[config.mk]
export PLATFORM = sky130hd
export DESIGN_NAME = fmix64_word_stream_hash
export DESIGN_NICKNAME = d
export VERILOG_FILES = /design/src/sv/fwh_pkg.sv /design/src/sv/fwh_seq.sv /design/src/sv/fwh_datapath.sv /design/src/sv/fmix64_word_stream_hash.sv
export SDC_FILE = /design/constraint.sdc
export NUM_CORES = 2
export LEC_CHECK = 0
export BUFFER_PORTS_ARGS = -buffer_cell sky130_fd_sc_hd__buf_2
export CAP_MARGIN = 20
export CORE_MARGIN = 2
export CORE_UTILIZATION = 60
export CTS_BUF_LIST = sky130_fd_sc_hd__clkbuf_4
export CTS_CLUSTER_SIZE = 14
export DETAILED_ROUTE_END_ITERATION = 12
export PLACE_DENSITY = 0.76
export SLEW_MARGIN = 20
export SYNTH_ARGS = -nofsm -noshare
export SYNTH_HDL_FRONTEND = slang
export SYNTH_SLANG_ARGS = --single-unit
[constraint.sdc]
create_clock -name clk -period 13.15 [get_ports clk]
set_input_delay 1.315 -clock clk [delete_from_list [all_inputs] [get_ports clk]]
set_output_delay 1.315 -clock clk [all_outputs]
set_load 0.005 [all_outputs]
[src/sv/fwh_pkg.sv]
// ----------------------------------------------------------------------------
// fwh_pkg
// Shared types, constants and the microcode store of the word stream hash.
// ----------------------------------------------------------------------------
package fwh_pkg;

    localparam logic [63:0] ROUND_ADD  = 64'h632B_E59B_D9B4_E019;
    localparam logic [63:0] MUL_A      = 64'hFF51_AFD7_ED55_8CCD;
    localparam logic [63:0] MUL_B      = 64'hC4CE_B9FE_1A85_EC53;
    localparam int unsigned XS_SHIFT   = 33;
    localparam int unsigned PC_W       = 5;

    typedef enum logic [2:0] {
        OP_NOP,
        OP_LOADW,
        OP_LOADL,
        OP_MLL,
        OP_MHL,
        OP_MLH,
        OP_XSACC,
        OP_FIN
    } op_t;

    typedef enum logic [1:0] {
        J_NONE,
        J_EMPTY,
        J_NOTLAST
    } jump_t;

    typedef enum logic {
        K_A,
        K_B
    } ksel_t;

    typedef struct packed {
        op_t               op;
        ksel_t             ksel;
        jump_t             jcond;
        logic [PC_W-1:0]   target;
        logic              last_step;
    } ctrl_word_t;

    typedef struct packed {
        logic empty;
        logic last;
    } dp_status_t;

    localparam logic [PC_W-1:0] PC_LEN = 5'd11;
    localparam logic [PC_W-1:0] PC_END = 5'd22;

    function automatic logic [63:0] xorshift(input logic [63:0] v);
        return v ^ (v >> XS_SHIFT);
    endfunction

    function automatic ctrl_word_t mk(input op_t op, input ksel_t ks, input jump_t jc,
                                      input logic [PC_W-1:0] tgt, input logic lst);
        ctrl_word_t w;
        w.op        = op;
        w.ksel      = ks;
        w.jcond     = jc;
        w.target    = tgt;
        w.last_step = lst;
        return w;
    endfunction

    // Absorb the word (steps 1 to 10), then the length (steps 12 to 21).
    function automatic ctrl_word_t rom_word(input logic [PC_W-1:0] pc);
        ctrl_word_t w;
        case (pc)
            5'd0:    w = mk(OP_NOP,   K_A, J_EMPTY,   PC_LEN, 1'b0);
            5'd1:    w = mk(OP_LOADW, K_A, J_NONE,    PC_END, 1'b0);
            5'd2:    w = mk(OP_MLL,   K_A, J_NONE,    PC_END, 1'b0);
            5'd3:    w = mk(OP_MHL,   K_A, J_NONE,    PC_END, 1'b0);
            5'd4:    w = mk(OP_MLH,   K_A, J_NONE,    PC_END, 1'b0);
            5'd5:    w = mk(OP_XSACC, K_A, J_NONE,    PC_END, 1'b0);
            5'd6:    w = mk(OP_MLL,   K_B, J_NONE,    PC_END, 1'b0);
            5'd7:    w = mk(OP_MHL,   K_B, J_NONE,    PC_END, 1'b0);
            5'd8:    w = mk(OP_MLH,   K_B, J_NONE,    PC_END, 1'b0);
            5'd9:    w = mk(OP_FIN,   K_A, J_NOTLAST, PC_END, 1'b0);
            5'd10:   w = mk(OP_NOP,   K_A, J_NONE,    PC_END, 1'b0);
            5'd11:   w = mk(OP_NOP,   K_A, J_NOTLAST, PC_END, 1'b0);
            5'd12:   w = mk(OP_LOADL, K_A, J_NONE,    PC_END, 1'b0);
            5'd13:   w = mk(OP_MLL,   K_A, J_NONE,    PC_END, 1'b0);
            5'd14:   w = mk(OP_MHL,   K_A, J_NONE,    PC_END, 1'b0);
            5'd15:   w = mk(OP_MLH,   K_A, J_NONE,    PC_END, 1'b0);
            5'd16:   w = mk(OP_XSACC, K_A, J_NONE,    PC_END, 1'b0);
            5'd17:   w = mk(OP_MLL,   K_B, J_NONE,    PC_END, 1'b0);
            5'd18:   w = mk(OP_MHL,   K_B, J_NONE,    PC_END, 1'b0);
            5'd19:   w = mk(OP_MLH,   K_B, J_NONE,    PC_END, 1'b0);
            5'd20:   w = mk(OP_FIN,   K_A, J_NONE,    PC_END, 1'b0);
            5'd21:   w = mk(OP_NOP,   K_A, J_NONE,    PC_END, 1'b0);
            default: w = mk(OP_NOP,   K_A, J_NONE,    PC_END, 1'b1);
        endcase
        return w;
    endfunction

endpackage

[src/sv/fwh_seq.sv]
// ----------------------------------------------------------------------------
// fwh_seq
// Step counter and microcode fetch with conditional jumps.
// ----------------------------------------------------------------------------
module fwh_seq
(
    input  logic                  clk,
    input  logic                  rst_n,
    input  logic                  start,
    input  logic                  can_finish,
    input  fwh_pkg::dp_status_t   status,
    output fwh_pkg::ctrl_word_t   ctrl,
    output logic                  busy,
    output logic                  finish
);

    logic [fwh_pkg::PC_W-1:0] pc_reg;
    logic [fwh_pkg::PC_W-1:0] pc_next;
    logic                     busy_reg;
    logic                     busy_next;
    logic                     taken;

    assign ctrl   = fwh_pkg::rom_word(pc_reg);
    assign busy   = busy_reg;
    assign finish = busy_reg && ctrl.last_step && can_finish;

    always_comb
    begin
        case (ctrl.jcond)
            fwh_pkg::J_EMPTY:   taken = status.empty;
            fwh_pkg::J_NOTLAST: taken = !status.last;
            default:            taken = 1'b0;
        endcase
    end

    always_comb
    begin
        pc_next   = pc_reg;
        busy_next = busy_reg;
        if (!busy_reg)
        begin
            if (start)
            begin
                pc_next   = '0;
                busy_next = 1'b1;
            end
        end
        else if (ctrl.last_step)
        begin
            if (can_finish)
            begin
                busy_next = 1'b0;
            end
        end
        else if (taken)
        begin
            pc_next = ctrl.target;
        end
        else
        begin
            pc_next = pc_reg + 5'd1;
        end
    end

    always_ff @(posedge clk or negedge rst_n)
    begin
        if (!rst_n)
        begin
            pc_reg   <= '0;
            busy_reg <= 1'b0;
        end
        else
        begin
            pc_reg   <= pc_next;
            busy_reg <= busy_next;
        end
    end

endmodule

[src/sv/fwh_datapath.sv]
// ----------------------------------------------------------------------------
// fwh_datapath
// Hash and length registers with one shared 32 by 32 multiplier.
// ----------------------------------------------------------------------------
module fwh_datapath
(
    input  logic                  clk,
    input  logic                  rst_n,
    input  logic                  load,
    input  logic [63:0]           data_word,
    input  logic [3:0]            valid_bytes,
    input  logic                  end_of_message,
    input  logic                  seed_wr_en,
    input  logic [63:0]           seed_wr_data,
    input  logic                  run,
    input  fwh_pkg::ctrl_word_t   ctrl,
    output fwh_pkg::dp_status_t   status,
    output logic [63:0]           hash
);

    logic [63:0] word_reg;
    logic [3:0]  cnt_reg;
    logic        last_reg;
    logic [63:0] h_reg;
    logic [63:0] len_reg;
    logic [63:0] v_reg;
    logic [63:0] acc_reg;

    logic [3:0]  cnt_clamped;
    logic [63:0] word_masked;
    logic [63:0] k;
    logic [31:0] mul_a;
    logic [31:0] mul_b;
    logic [63:0] prod;

    assign cnt_clamped = valid_bytes[3] ? 4'd8 : valid_bytes;

    always_comb
    begin
        for (int i = 0; i < 8; i++)
        begin
            word_masked[8*i +: 8] = (4'(i) < cnt_clamped) ? data_word[8*i +: 8] : 8'h00;
        end
    end

    assign k     = (ctrl.ksel == fwh_pkg::K_B) ? fwh_pkg::MUL_B : fwh_pkg::MUL_A;
    assign mul_a = (ctrl.op == fwh_pkg::OP_MHL) ? v_reg[63:32] : v_reg[31:0];
    assign mul_b = (ctrl.op == fwh_pkg::OP_MLH) ? k[63:32] : k[31:0];
    assign prod  = {32'b0, mul_a} * {32'b0, mul_b};

    assign status.empty = (cnt_reg == 4'd0);
    assign status.last  = last_reg;
    assign hash         = h_reg;

    always_ff @(posedge clk)
    begin
        if (load)
        begin
            word_reg <= word_masked;
            cnt_reg  <= cnt_clamped;
            last_reg <= end_of_message;
        end
        if (run)
        begin
            case (ctrl.op)
                fwh_pkg::OP_LOADW: v_reg   <= fwh_pkg::xorshift(h_reg ^ word_reg);
                fwh_pkg::OP_LOADL: v_reg   <= fwh_pkg::xorshift(h_reg ^ len_reg);
                fwh_pkg::OP_MLL:   acc_reg <= prod;
                fwh_pkg::OP_MHL:   acc_reg <= acc_reg + {prod[31:0], 32'b0};
                fwh_pkg::OP_MLH:   acc_reg <= acc_reg + {prod[31:0], 32'b0};
                fwh_pkg::OP_XSACC: v_reg   <= fwh_pkg::xorshift(acc_reg);
                default:           ;
            endcase
        end
    end

    always_ff @(posedge clk or negedge rst_n)
    begin
        if (!rst_n)
        begin
            h_reg   <= '0;
            len_reg <= '0;
        end
        else
        begin
            if (seed_wr_en)
            begin
                h_reg <= seed_wr_data;
            end
            else if (run && ctrl.op == fwh_pkg::OP_FIN)
            begin
                h_reg <= fwh_pkg::xorshift(acc_reg) + fwh_pkg::ROUND_ADD;
            end
            if (run && ctrl.op == fwh_pkg::OP_LOADW)
            begin
                len_reg <= len_reg + {60'b0, cnt_reg};
            end
            else if (run && ctrl.op == fwh_pkg::OP_LOADL)
            begin
                len_reg <= '0;
            end
        end
    end

endmodule

[src/sv/fmix64_word_stream_hash.sv]
// ----------------------------------------------------------------------------
// fmix64_word_stream_hash
// Chained fmix64 hash over a stream of little-endian message words.
// ----------------------------------------------------------------------------
// Each request on the slave channel carries one message word, its count of
// valid bytes and, on tlast, the end-of-message mark. Each request gives one
// result on the master channel: the chaining value after that word.
// A microcode program drives a single 32 by 32 multiplier; every fmix64 round
// takes six multiply steps, so the multiplier sets the rate. A word with data
// runs a word round; a final word then also runs a length round, and an empty
// word skips the word round. A new request is taken in the same cycle as the
// result is presented, not while the previous one is still being processed.
// The result sits in an output register; while the receiver stalls, the next
// request is still taken and processed, and only its completion waits.
// Reset clears the hash to zero and the byte count to zero. Writing the seed
// loads the hash at once and leaves the byte count unchanged.
// ----------------------------------------------------------------------------
module fmix64_word_stream_hash
(
    input  logic        clk,
    input  logic        rst_n,
    input  logic        seed_wr_en,
    input  logic [63:0] seed_wr_data,
    input  logic        s_axis_tvalid,
    output logic        s_axis_tready,
    input  logic [71:0] s_axis_tdata,   // data_word [63:0], valid_bytes [67:64], zero pad
    input  logic        s_axis_tlast,
    output logic        m_axis_tvalid,
    input  logic        m_axis_tready,
    output logic [63:0] m_axis_tdata    // hash_value [63:0]
);

    fwh_pkg::ctrl_word_t ctrl;
    fwh_pkg::dp_status_t status;
    logic                busy;
    logic                finish;
    logic                start;
    logic                can_finish;
    logic [63:0]         hash;
    logic                out_valid_reg;
    logic [63:0]         out_data_reg;

    assign s_axis_tready = !busy;
    assign start         = s_axis_tvalid && !busy;
    assign can_finish    = !out_valid_reg || m_axis_tready;
    assign m_axis_tvalid = out_valid_reg;
    assign m_axis_tdata  = out_data_reg;

    fwh_seq u_seq
    (
        .clk        (clk),
        .rst_n      (rst_n),
        .start      (start),
        .can_finish (can_finish),
        .status     (status),
        .ctrl       (ctrl),
        .busy       (busy),
        .finish     (finish)
    );

    fwh_datapath u_dp
    (
        .clk            (clk),
        .rst_n          (rst_n),
        .load           (start),
        .data_word      (s_axis_tdata[63:0]),
        .valid_bytes    (s_axis_tdata[67:64]),
        .end_of_message (s_axis_tlast),
        .seed_wr_en     (seed_wr_en),
        .seed_wr_data   (seed_wr_data),
        .run            (busy),
        .ctrl           (ctrl),
        .status         (status),
        .hash           (hash)
    );

    always_ff @(posedge clk or negedge rst_n)
    begin
        if (!rst_n)
        begin
            out_valid_reg <= 1'b0;
        end
        else if (finish)
        begin
            out_valid_reg <= 1'b1;
        end
        else if (m_axis_tready)
        begin
            out_valid_reg <= 1'b0;
        end
    end

    always_ff @(posedge clk)
    begin
        if (finish)
        begin
            out_data_reg <= hash;
        end
    end

endmodule

==> out/metrics.cfg <==
[yosys]
ys_types=86
syn_inst=5251
ys_ff_latch=396
yosysWarnings=0
yosys_most_used_dff=edfxtp_1
ys_async_sr_fraction=0.3409
synth_area_mm2=0.05221
ys_seq_area_frac=0.2148
synth_area_per_cell_um2=9.943
synth_nets=6602
synth-edff-count=261

[clock_network]
clk_pin_slew_ns=0.07
numCtsBuffers=100
h-tree-depth=3
cts.path.max_buffers=3
clock_sink_count=396
postCtsHoldBufs=0
clock_latency_ns=0.87
root_buffer=clkbuf_4
cts_tree=done

[floorplan]
core_area_mm2=0.08648
top_level_ports=208
rows=108
fp.dieH_um=299.0
die_area_mm2=0.08940
die_width_um=299.0
initial_core_util=0.6037

[drt]
drtIter0Drc=4773
wl_per_cell_um=25.94
via_count=40090
dr.pass1.iters=6
wl_um=172700
via_per_inst=6.020
ant_nets=0
drc=0

[placement]
hpwl_um=145000
portBuffers=203
gp_congestion=1.011
placed_cells=6470

[timing]
rsz0062_at_grt=no
holdWs_ns=0.4712
slew_headroom=0.3425
setup-violations-final=0
fmax_mhz=81.13
clock_skew_ns=0.09318
period_share=0.9374
worstMarginPinSlew_ns=0.9803
finalHoldViolations=0
period_minus_slack_ns=12.33
maxSlewViolCount=0
finalSetupTns_ns=0

[cells_and_area]
mostFrequentLayoutCell=inv_1
final_cells=6659
areaGrowthSynthToFinish_pct=7.050
layout_common_cells=inv_1 (964), fa_1 (863), ha_1 (343), nor2_1 (337), nand2_1 (288)
drive_above_1_share=0.09849
num-fill-cells=7102
fin_nets=6768

[global_routing]
antenna_found_initial=6
grt_max_degree=84
grt.overflow.total=0
grt_pass1_wl_um=260700
grtUsageTotal=0.3963
grt_pass1_vias=40960

[min_path]
hold_path.class=reg -> reg
hold_end=m_axis_tdata[8]$_DFFE_PP_
hold_depth=0
min_from=u_dp.hash[8]$_DFFE_PN0P_

[worst_setup_path]
endpoint_kind=flop
r2r_slack_ns=0.82
worstPathRequired_ns=13.77
cpMostUsedCell=fa_1
crit_path_start_kind=flop
rr_startpoint=u_seq.pc_reg[0]$_DFFE_PN0P_
critPathSlowestCell=ha_1
crit_path_max_incr_delay_ns=0.62
r2r_end=u_dp.acc_reg[60]$_DFFE_PP_
path_class=reg -> reg
worstPathArrival_ns=12.94
reg2reg_depth=41
path_max_fanout=24

[job]
drv_cap=0

[status]
status=complete, no violations

cells by family after synthesis:
group,Yosys count,synth area share
compound gates,868,0.1045
fa+ha+maj,1209,0.4138
simple gates,1202,0.1137
flops,396,0.2148
other cells,1,0.00007182
buf+inv,1185,0.08577
mux,54,0.01057
xor+xnor,336,0.05679
how the worst max path moves through the flow:
stage                                 from                         end  slack (ns)  cells past startpoint
6_report       u_seq.pc_reg[0]$_DFFE_PN0P_  u_dp.acc_reg[60]$_DFFE_PP_        0.82                     41
5_1_grt        u_seq.pc_reg[0]$_DFFE_PN0P_  u_dp.acc_reg[60]$_DFFE_PP_        0.17                     41
4_1_cts        u_seq.pc_reg[0]$_DFFE_PN0P_  u_dp.acc_reg[60]$_DFFE_PP_        0.80                     43
3_5_place_dp   u_seq.pc_reg[0]$_DFFE_PN0P_  u_dp.acc_reg[60]$_DFFE_PP_        0.87                     43
3_3_place_gp   u_seq.pc_reg[0]$_DFFE_PN0P_  u_dp.acc_reg[60]$_DFFE_PP_        1.10                     43
2_1_floorplan  u_seq.pc_reg[0]$_DFFE_PN0P_  u_dp.acc_reg[60]$_DFFE_PP_        1.78                     47
final cells by class:
| type | instances | area [um^2] | share of cell area |
|---|---|---|---|
| Antenna cell | 1 | 2.502 | 0.00004477 |
| Clock buffer | 159 | 1194 | 0.02136 |
| Clock inverter | 29 | 166.4 | 0.002977 |
| Inverter | 965 | 3622 | 0.06481 |
| Multi-Input combinational cell | 3670 | 36620 | 0.6551 |
| Sequential cell | 396 | 11220 | 0.2007 |
| Tap cell | 1155 | 1445 | 0.02586 |
| Timing Repair Buffer | 284 | 1633 | 0.02921 |
synth_stat cells, types with 66 or more instances:
library cell | instances | area, um^2
edfxtp_1 | 261 | 7838
clkbuf_1 | 195 | 732.0
xnor2_1 | 247 | 2163
o21ai_0 | 233 | 1166
nor2b_1 | 87 | 544.3
a21o_1 | 66 | 495.5
and2_1 | 103 | 644.4
nand2b_1 | 109 | 681.9
a21oi_1 | 246 | 1231
dfrtp_1 | 135 | 3378
ha_1 | 346 | 4329
fa_1 | 863 | 17280
inv_1 | 964 | 3618
nor2_1 | 340 | 1276
nand2_1 | 290 | 1089
nand3_1 | 67 | 335.3
xor2_1 | 86 | 753.2
metal layers:
| layer | vias up | global-route usage | wire (um) |
|---|---|---|---|
| met2 | 2414 | 0.5929 | 75620 |
| met4 | 4 | 0.1645 | 8989 |
| li1 | 17270 | - | - |
| met1 | 19940 | 0.5519 | 68440 |
| met5 | - | 0 | 27 |
| met3 | 458 | 0.1050 | 19650 |
critical path: cells and delay by family (launching register included):
| family | cells | cell delay [ns] |
|---|---|---|
| xor gates and xnor gates | 1 | 0.42 |
| adders and majority gates | 12 | 5.63 |
| buffers and inverters | 7 | 0.98 |
| DFF | 1 | 0.53 |
| and+or+nand+nor | 8 | 1.17 |
| AOI/OAI and AO/OA | 13 | 3.33 |
stage by stage:
step | util | worst slack [ns] | cell area [um^2]
6_report | 0.6463 | 0.8236 | 55890
4_1_cts | 0.6461 | 0.8047 | 55880
2_1_floorplan | - | 1.777 | 52210
5_1_grt | 0.6463 | 0.1723 | 55890
3_3_place_gp | 0.6304 | 1.095 | 54520
3_5_place_dp | 0.6304 | 0.8683 | 54520
repair_timing:
| item | CTS | global route |
|---|---|---|
| buffers inserted | 0 | 0 |
| setup endpoints to repair | 0 | 1 |
| resized for setup | 0 | 1 |
Power is left out: the tool's default activity adds up to more than one toggle a clock period on the data nets, which glitch-free logic cannot reach.
